==> src/sv/sadm_ram.sv <==
// ----------------------------------------------------------------------------
// sadm_ram
// Generic single-write, single-read RAM with registered read data.
// ----------------------------------------------------------------------------
module sadm_ram #(
  parameter int WIDTH = 8,
  parameter int DEPTH = 16
) (
  input  logic                     clk,
  input  logic                     we,
  input  logic [$clog2(DEPTH)-1:0] waddr,
  input  logic [WIDTH-1:0]         wdata,
  input  logic                     re,
  input  logic [$clog2(DEPTH)-1:0] raddr,
  output logic [WIDTH-1:0]         rdata
);

  logic [WIDTH-1:0] mem [DEPTH];
  logic [WIDTH-1:0] rd_data_r;

  always_ff @(posedge clk) begin
    if (we) begin
      mem[waddr] <= wdata;
    end
    if (re) begin
      rd_data_r <= mem[raddr];
    end
  end

  assign rdata = rd_data_r;

endmodule

==> config.mk <==
export PLATFORM = sky130hd
export DESIGN_NAME = sadm_ram
export DESIGN_NICKNAME = d
export VERILOG_FILES = /design/src/sv/sadm_ram.sv
export SDC_FILE = /design/constraint.sdc
export NUM_CORES = 1
export LEC_CHECK = 0
export BUFFER_PORTS_ARGS = -buffer_cell sky130_fd_sc_hd__buf_2
export CAP_MARGIN = 25
export CELL_PAD_IN_SITES_DETAIL_PLACEMENT = 1
export CELL_PAD_IN_SITES_GLOBAL_PLACEMENT = 2
export CORE_UTILIZATION = 31
export CTS_CLUSTER_SIZE = 12
export DETAILED_ROUTE_END_ITERATION = 8
export PLACE_DENSITY = 0.65
export SLEW_MARGIN = 10
export SYNTH_ARGS = -nofsm -noshare
export SYNTH_HDL_FRONTEND = slang
export SYNTH_SLANG_ARGS = --single-unit
export TNS_END_PERCENT = 5
==> constraint.sdc <==
create_clock -name clk -period 3 [get_ports clk]
set_input_delay 0.6 -clock clk [delete_from_list [all_inputs] [get_ports clk]]
set_output_delay 0.6 -clock clk [all_outputs]
set_load 0.05 [all_outputs]
==> results of run 1 <==
## path summary, 6_finish.rpt
| check | start | end | slack (ns) |
|---|---|---|---|
| setup / recovery | waddr[2] | mem[2][7]$_DFFE_PP_ | 1.13 |
| hold / removal | wdata[3] | mem[10][3]$_DFFE_PP_ | 0.56 |
| setup reg to reg | mem[5][0]$_DFFE_PP_ | rdata[0]$_DFFE_PP_ | 1.45 |
| hold reg to reg | mem[4][6]$_DFFE_PP_ | rdata[6]$_DFFE_PP_ | 0.75 |
## cell type report
class	count	area, sq um
Clock inverter	11	107.6
Multi-Input combinational cell	83	1057
Tap cell	220	275.3
Timing Repair Buffer	42	262.8
Fill cell	1585	10300
Sequential cell	136	4084
Clock buffer	20	436.7
## critical path: cells and delay by family
kind                   cells  cell delay [ns]
AND/OR/NAND/NOR            2             1.19
buffers and inverters      1             0.12
## power by group through the flow
stage / logic (mW) / clock network (mW) / registers [mW]
2_1_floorplan: 0.108 / 0 / 2.22
3_3_place_gp: 0.226 / 0 / 2.19
3_5_place_dp: 0.231 / 0 / 2.19
4_1_cts: 0.233 / 1.97 / 2.16
5_1_grt: 0.245 / 2.05 / 2.16
6_report: 0.227 / 1.94 / 2.16
## metal layers
metal / global-route usage, % / wire, um / vias up
li1: - / - / 1087
met1: 19.76 / 5172 / 1312
met2: 21.69 / 5487 / 94
met3: 4.383 / 842 / 15
met4: 6.137 / 216 / 0
met5: 0 / 0 / -
## through the flow
stage          utilization [%]  power (mW)  std cells  setup slack [ns]  area [sq um]
2_1_floorplan                -       2.330        229            0.9071          5228
3_3_place_gp             34.37       2.420        481            0.7005          5679
3_5_place_dp             34.37       2.426        481            0.6863          5679
4_1_cts                  37.66       4.362        512             1.118          6223
5_1_grt                  37.66       4.454        512             1.064          6223
6_report                 37.66       4.318        512             1.126          6223
## sequential cells by signal, summed over array words and instances, names as in the netlist
signal and cells:
mem 128, rdata 8
## cell usage after synthesis, types with 2 or more instances
cell type / count
sky130_fd_sc_hd__edfxtp_1: 136
sky130_fd_sc_hd__mux4_2: 18
sky130_fd_sc_hd__a22oi_1: 16
sky130_fd_sc_hd__mux4_1: 14
sky130_fd_sc_hd__nor2_1: 13
sky130_fd_sc_hd__nand2_1: 9
sky130_fd_sc_hd__nor3_1: 4
sky130_fd_sc_hd__buf_2: 3
sky130_fd_sc_hd__buf_6: 3
sky130_fd_sc_hd__clkdlybuf4s25_2: 3
sky130_fd_sc_hd__nand2b_1: 2
sky130_fd_sc_hd__nand3b_1: 2
## cell families after synthesis
family                 synth area share, %
AOI/OAI and AO/OA                    2.298
DFF                                  78.12
and+or+nand+nor                      3.136
muxes                                14.79
buffers and inverters                1.651
==> out/metrics.sh, run 1 <==
POST_SYNTH_INSTANCE_AREA_SQ_UM=5228
INTPOWER_mW=3.426
SW_FRAC_OF_TOTAL_PCT=20.65
CRIT_REQUIRED_NS=3.03
PATH_CELLS='buf_2, or3b_2, nor2_1'
SYNTH_AREA_LEADERS='sky130_fd_sc_hd__edfxtp_1 (78%), sky130_fd_sc_hd__mux4_2 (7.8%), sky130_fd_sc_hd__mux4_1 (7.0%), sky130_fd_sc_hd__a22oi_1 (2.3%), sky130_fd_sc_hd__nor2_1 (0.93%)'
POST_CTS_RESIZE_COUNT=0
ROUTED-VIA-COUNT=2508
NUM-NETS-FINAL=299
CLOCK_INSERTION_DELAY_WORST_SKEW_NS=0.41
CP_SLOWEST_STAGE_DELAY_NS=0.68
GRT_PASS1_VIAS=2660
SYNTH.YOSYS.SEQ_AREA_SHARE_PCT=78.12
CRITICAL_PATH_CLASS='in -> reg'
SYNTH.LIB_CELLS_USED.DISTINCT=18
SYNTH_EDF_COUNT=136
SHARE_COMB_OF_TOTAL_POWER_PCT=5.3
YOSYSTOPAREACELL='sky130_fd_sc_hd__edfxtp_1'
IOPINCOUNT=27
AVG_SYNTHESIZED_CELL_AREA_SQ_UM=22.83
LAYOUT_COMMON_CELLS='sky130_fd_sc_hd__edfxtp_1 (136), sky130_fd_sc_hd__buf_2 (26), sky130_fd_sc_hd__mux4_2 (18)'
STD_CELL_CORE_AREA_SQ_UM=16520
CLK_NETWORK_PWR_SHARE_PCT=44.8
VDD_IR_DROP_MAX_mV=0.4356
WORSTSETUPENDPOINTTYPE='flop'
CTS_HOLD_REPAIR.BUFFERS=0
TRACK_USAGE_PCT=14.53
LAYOUT.CELLS.MOST_COMMON='sky130_fd_sc_hd__edfxtp_1'
YS_SEQ_ELEMENTS=136
GRT_FIRST_PASS_WIRELENGTH_UM=17320
MIN_PERIOD_OVER_PERIOD_PCT=62.46
CLOCK-SKEW-FINAL_NS=0.007378
CTS_BUFFER_DEPTH=2
RSZ0062_AT_GRT='false'
SYNTHESIS.NETS=248
SETUP-TNS-FINAL_NS=0
DIODES=0
SYNTH_WARNINGS=0
SYNTH_FLOP_CELL='sky130_fd_sc_hd__edfxtp_1'
POWER_DENSITY_nW_PER_UM2=693.8
RELSLEWSLACK_PCT=41.16
POWER.LEAKAGE_nW=2.073
FLOORPLAN.INITIALDENSITY_PCT=31.63
CRIT_ARRIVAL_NS=1.91
FINALWIRELENGTH_UM=11720
CLOCK_SINKS=136
SYNTHESIS.INSTANCES=229
GRT_OVERFLOW_TOTAL=0
PLACED_WIRE_LENGTH_ESTIMATE_UM=7257
WORST_R2R_PATH_DEPTH=3
DRIVE_ABOVE_1_SHARE_PCT=30.14
TIMING.FMAX_MHz=533.7
YOSYSTOPAREACELLSHARE_PCT=78.12
POWER.SWITCHING_mW=0.8915
MAX_SLEW.WORST_PIN.SLEW_NS=0.8808
PATH_MAX_FANOUT=8
MIN-DELAY-PATH-CLASS='in -> reg'
STATUS='completed'
CTS.CLK_SLEW.WORST_PATHS_NS=0.05
DRT_ITER0_DRC=134
GRT_ANTENNA_BEFORE_REPAIR=0
FINAL.MIN_CLOCK_PERIOD_NS=1.874
DIE_X_UM=131.9
CTSHTREEMAXLEVEL=4
TRITONCTS_CLOCK_TREE='done'
VIAS_PER_CELL=4.898
PLACEMENTROWS=47
SLEW_VIOLATIONS=0
CTS_INSERTED_BUFFERS=17
CTS_ROOT_BUFFER='sky130_fd_sc_hd__clkbuf_16'
COUNT_OF_PORT_BUFFERS_ADDED_DURING_PLACEMENT=26
WIRELENGTH_PER_CELL_UM=22.89
POWER.SHARE.SEQUENTIAL_PCT=49.9
WORST_HOLD_SLACK_NS=0.5627
CRIT_PATH_TOP_DELAY_CELL='sky130_fd_sc_hd__nor2_1'
SYNTHARSTFLOPSHARE_PCT=0
PLACE_CONGESTION=0.6912
GRT_MAX_DEGREE=33
DRV_CAP=0
DIEAREA_SQ_UM=17390
MIN_PATH_CELLS=1
DETAIL-ROUTE-ANTENNA-NETS=0
CRIT_PATH_START_KIND='input pin'
AREA_GROWTH_FROM_SYNTHESIS_TO_FINAL_LAYOUT_PCT=19.05
FIRSTDRTPASSITERS=4
POST_CTS_REPAIR_SETUP_BUFFERS=0
SETUP_VIOLATORS_FINAL=0
DIEHEIGHT_UM=131.9
HOLD_VIOL=0
REMAINING_DRC_ERRORS=0
No activity file was read; power rests on OpenSTA's default activity.
==> run 2: changes to the inputs <==
--- a/config.mk
+++ b/config.mk
@@ -12,7 +12,7 @@
 export CORE_UTILIZATION = 31
 export CTS_CLUSTER_SIZE = 12
 export DETAILED_ROUTE_END_ITERATION = 8
-export PLACE_DENSITY = 0.65
+export PLACE_DENSITY = 0.68
 export SLEW_MARGIN = 10
 export SYNTH_ARGS = -nofsm -noshare
 export SYNTH_HDL_FRONTEND = slang
==> constraint.sdc (replaced) <==
create_clock -name clk -period 1.6 [get_ports clk]
set_input_delay 0.32 -clock clk [delete_from_list [all_inputs] [get_ports clk]]
set_output_delay 0.32 -clock clk [all_outputs]
set_load 0.05 [all_outputs]
==> run 2 against run 1 <==
Net effect:
- count of clock-buffer cells in the layout grew 1
- sequential share of layout area shrank 1.5 points
- sequential power grew 87%
- wire length shrank 7.7%
- cell count grew 2.3%
- cell area grew 2.3%
- die area is the same
- global-route usage shrank 1.1 points
- sequential cell count is the same
- first-iteration DRC count shrank 2.2%
- non-clock buffer count grew 11
- critical endpoint is now rdata[0]$_DFFE_PP_
- largest cell class unchanged
- largest power group unchanged
==> out/metrics.sh, run 2 (synthesis results as in run 1) <==
STATUS='completed'
MIN_PERIOD_OVER_PERIOD_PCT=95.31
RRSETUPSLACK_NS=0.08
FIRSTDRTPASSITERS=4
DRIVE_ABOVE_1_SHARE_PCT=32.57
POST_CTS_REPAIR_SETUP_BUFFERS=0
MAX_SLEW.WORST_PIN.SLEW_NS=0.7434
CRIT_REQUIRED_NS=1.76
DIEAREA_SQ_UM=17390
DIE_X_UM=131.9
POSTPLACECELLAREA_SQ_UM=5817
CTS_BUFFER_DEPTH=2
AREA_GROWTH_FROM_SYNTHESIS_TO_FINAL_LAYOUT_PCT=21.83
WORSTSETUPENDPOINTTYPE='flop'
FINAL.MIN_CLOCK_PERIOD_NS=1.525
FINAL_CORE_UTILIZATION_PCT=38.54
CRIT_PATH_TOP_DELAY_CELL='sky130_fd_sc_hd__mux4_2'
CLOCK-SKEW-FINAL_NS=0.005252
TRACK_USAGE_PCT=13.41
MIN-DELAY-START='re'
GRT_OVERFLOW_TOTAL=0
GRT_ANTENNA_BEFORE_REPAIR=0
TOP_USAGE_LAYER='met2'
MIN-DELAY-PATH-CLASS='in -> reg'
FINALWIRELENGTH_UM=10820
CRIT_ARRIVAL_NS=1.69
VDD_IR_DROP_MAX_mV=0.7957
MIN_PATH_CELLS=1
POWER_DENSITY_nW_PER_UM2=1273
CLOCK_SINKS=136
POWER.LEAKAGE_nW=2.136
SLEW_VIOLATIONS=0
HOLD_VIOL=0
WORST_HOLD_SLACK_NS=0.2795
NUMBER_OF_FLIP_FLOPS_IN_THE_LARGEST_REGISTER=128
LAYOUT.CELLS.MOST_COMMON='sky130_fd_sc_hd__edfxtp_1'
SETUP-TNS-FINAL_NS=0
PLACEMENTROWS=47
GRT_FIRST_PASS_WIRELENGTH_UM=16420
RSZ0062_AT_GRT='false'
GLOBALROUTEMET1UTIL_PCT=17.63
REMAINING_DRC_ERRORS=0
CRIT_PATH_START_KIND='flop'
WORST_R2R_PATH_DEPTH=4
CTS.CLK_SLEW.WORST_PATHS_NS=0.06
FINISH.INSTANCE_AREA_SQ_UM=6369
PATH_CELLS='mux4_2, a22oi_1, buf_4, nand2_1'
TIMING.FMAX_MHz=655.8
DIEHEIGHT_UM=131.9
STD_CELL_CORE_AREA_SQ_UM=16520
GRT_PASS1_VIAS=2667
PLACED_WIRE_LENGTH_ESTIMATE_UM=7232
WHS_ENDPOINT='rdata[6]$_DFFE_PP_'
DETAIL-ROUTE-ANTENNA-NETS=0
MET3_CAPACITY_USAGE_DURING_GLOBAL_ROUTING_PCT=4.075
GRT_MAX_DEGREE=23
CP_SLOWEST_STAGE_DELAY_NS=0.48
DIODES=0
VIAS_PER_CELL=4.658
COUNT_OF_PORT_BUFFERS_ADDED_DURING_PLACEMENT=26
SETUP_VIOLATORS_FINAL=0
CTS_ROOT_BUFFER='sky130_fd_sc_hd__clkbuf_16'
WORSTREG2REGSTART='mem[11][0]$_DFFE_PP_'
IOPINCOUNT=27
LAYOUT_COMMON_CELLS='sky130_fd_sc_hd__edfxtp_1 (136), sky130_fd_sc_hd__buf_2 (26), sky130_fd_sc_hd__buf_4 (22)'
TRITONCTS_CLOCK_TREE='done'
CRITPATHTOPFAMILY='multiplexers'
GLOBAL_ROUTE.USAGE.MET2_PCT=21.40
ROUTED-VIA-COUNT=2441
PATH_MAX_FANOUT=1
RELSLEWSLACK_PCT=50.34
TOP_REGISTER='mem'
DRT_ITER0_DRC=131
NUM-NETS-FINAL=310
DRV_CAP=0
R2R-END='rdata[0]$_DFFE_PP_'
CTSHTREEMAXLEVEL=4
FLOORPLAN.INITIALDENSITY_PCT=31.63
LAYOUT.FILLER_CELLS=1586
CRITICAL_PATH_CLASS='reg -> reg'
PLACE_CONGESTION=0.7191
WIRELENGTH_PER_CELL_UM=20.64
WORST-PATH-BUF-INV=1
CLOCK_INSERTION_DELAY_WORST_SKEW_NS=0.41
CTS_INSERTED_BUFFERS=17
==> run 2: worst max-delay path by stage <==
| stage | start | to | slack (ns) | cells past startpoint |
|---|---|---|---|---|
| 6_report | mem[11][0]$_DFFE_PP_ | rdata[0]$_DFFE_PP_ | 0.08 | 4 |
| 5_1_grt | mem[11][0]$_DFFE_PP_ | rdata[0]$_DFFE_PP_ | 0.01 | 4 |
| 4_1_cts | mem[11][0]$_DFFE_PP_ | rdata[0]$_DFFE_PP_ | 0.05 | 4 |
| 3_5_place_dp | raddr[0] | rdata[2]$_DFFE_PP_ | -0.34 | 6 |
| 3_3_place_gp | raddr[0] | rdata[2]$_DFFE_PP_ | -0.34 | 6 |
| 2_1_floorplan | raddr[0] | rdata[1]$_DFFE_PP_ | -0.002 | 5 |
==> run 2: final cells by class <==
class	instances	area, sq um	area share (%)
flip-flops and latches	136	4084	64.13
multi-input cells	83	1067	16.76
clock buffers	21	440.4	6.916
clock inverters	11	106.4	1.670
well taps	220	275.3	4.322
repair buffers	53	395.4	6.208
==> run 2: what timing repair did <==
action                     in CTS  in global routing
hold buffers                    0                  0
setup endpoints to repair       0                  1
resized for setup               0                  1
==> run 2: stage by stage <==
stage	setup slack (ns)	cells	power, mW
2_1_floorplan	-0.002415	229	4.368
3_3_place_gp	-0.3367	492	4.564
3_5_place_dp	-0.3358	492	4.582
4_1_cts	0.04929	524	8.169
5_1_grt	0.01442	524	8.337
6_report	0.07510	524	8.105
==> run 2: layer usage <==
layer  part of all wire [%]  vias up  wire [um]
li1                       -     1103          -
met2                     48       51       5198
met1                     48     1278       5166
met3                    3.3        9        357
met5                      0        -          0
met4                   0.86        0         93
==> run 2: report_power, final <==
part | internal, mW | switching (mW)
sequential | 4.02 | 0.0221
combinational | 0.181 | 0.279
clock | 2.26 | 1.35
total | 6.46 | 1.65
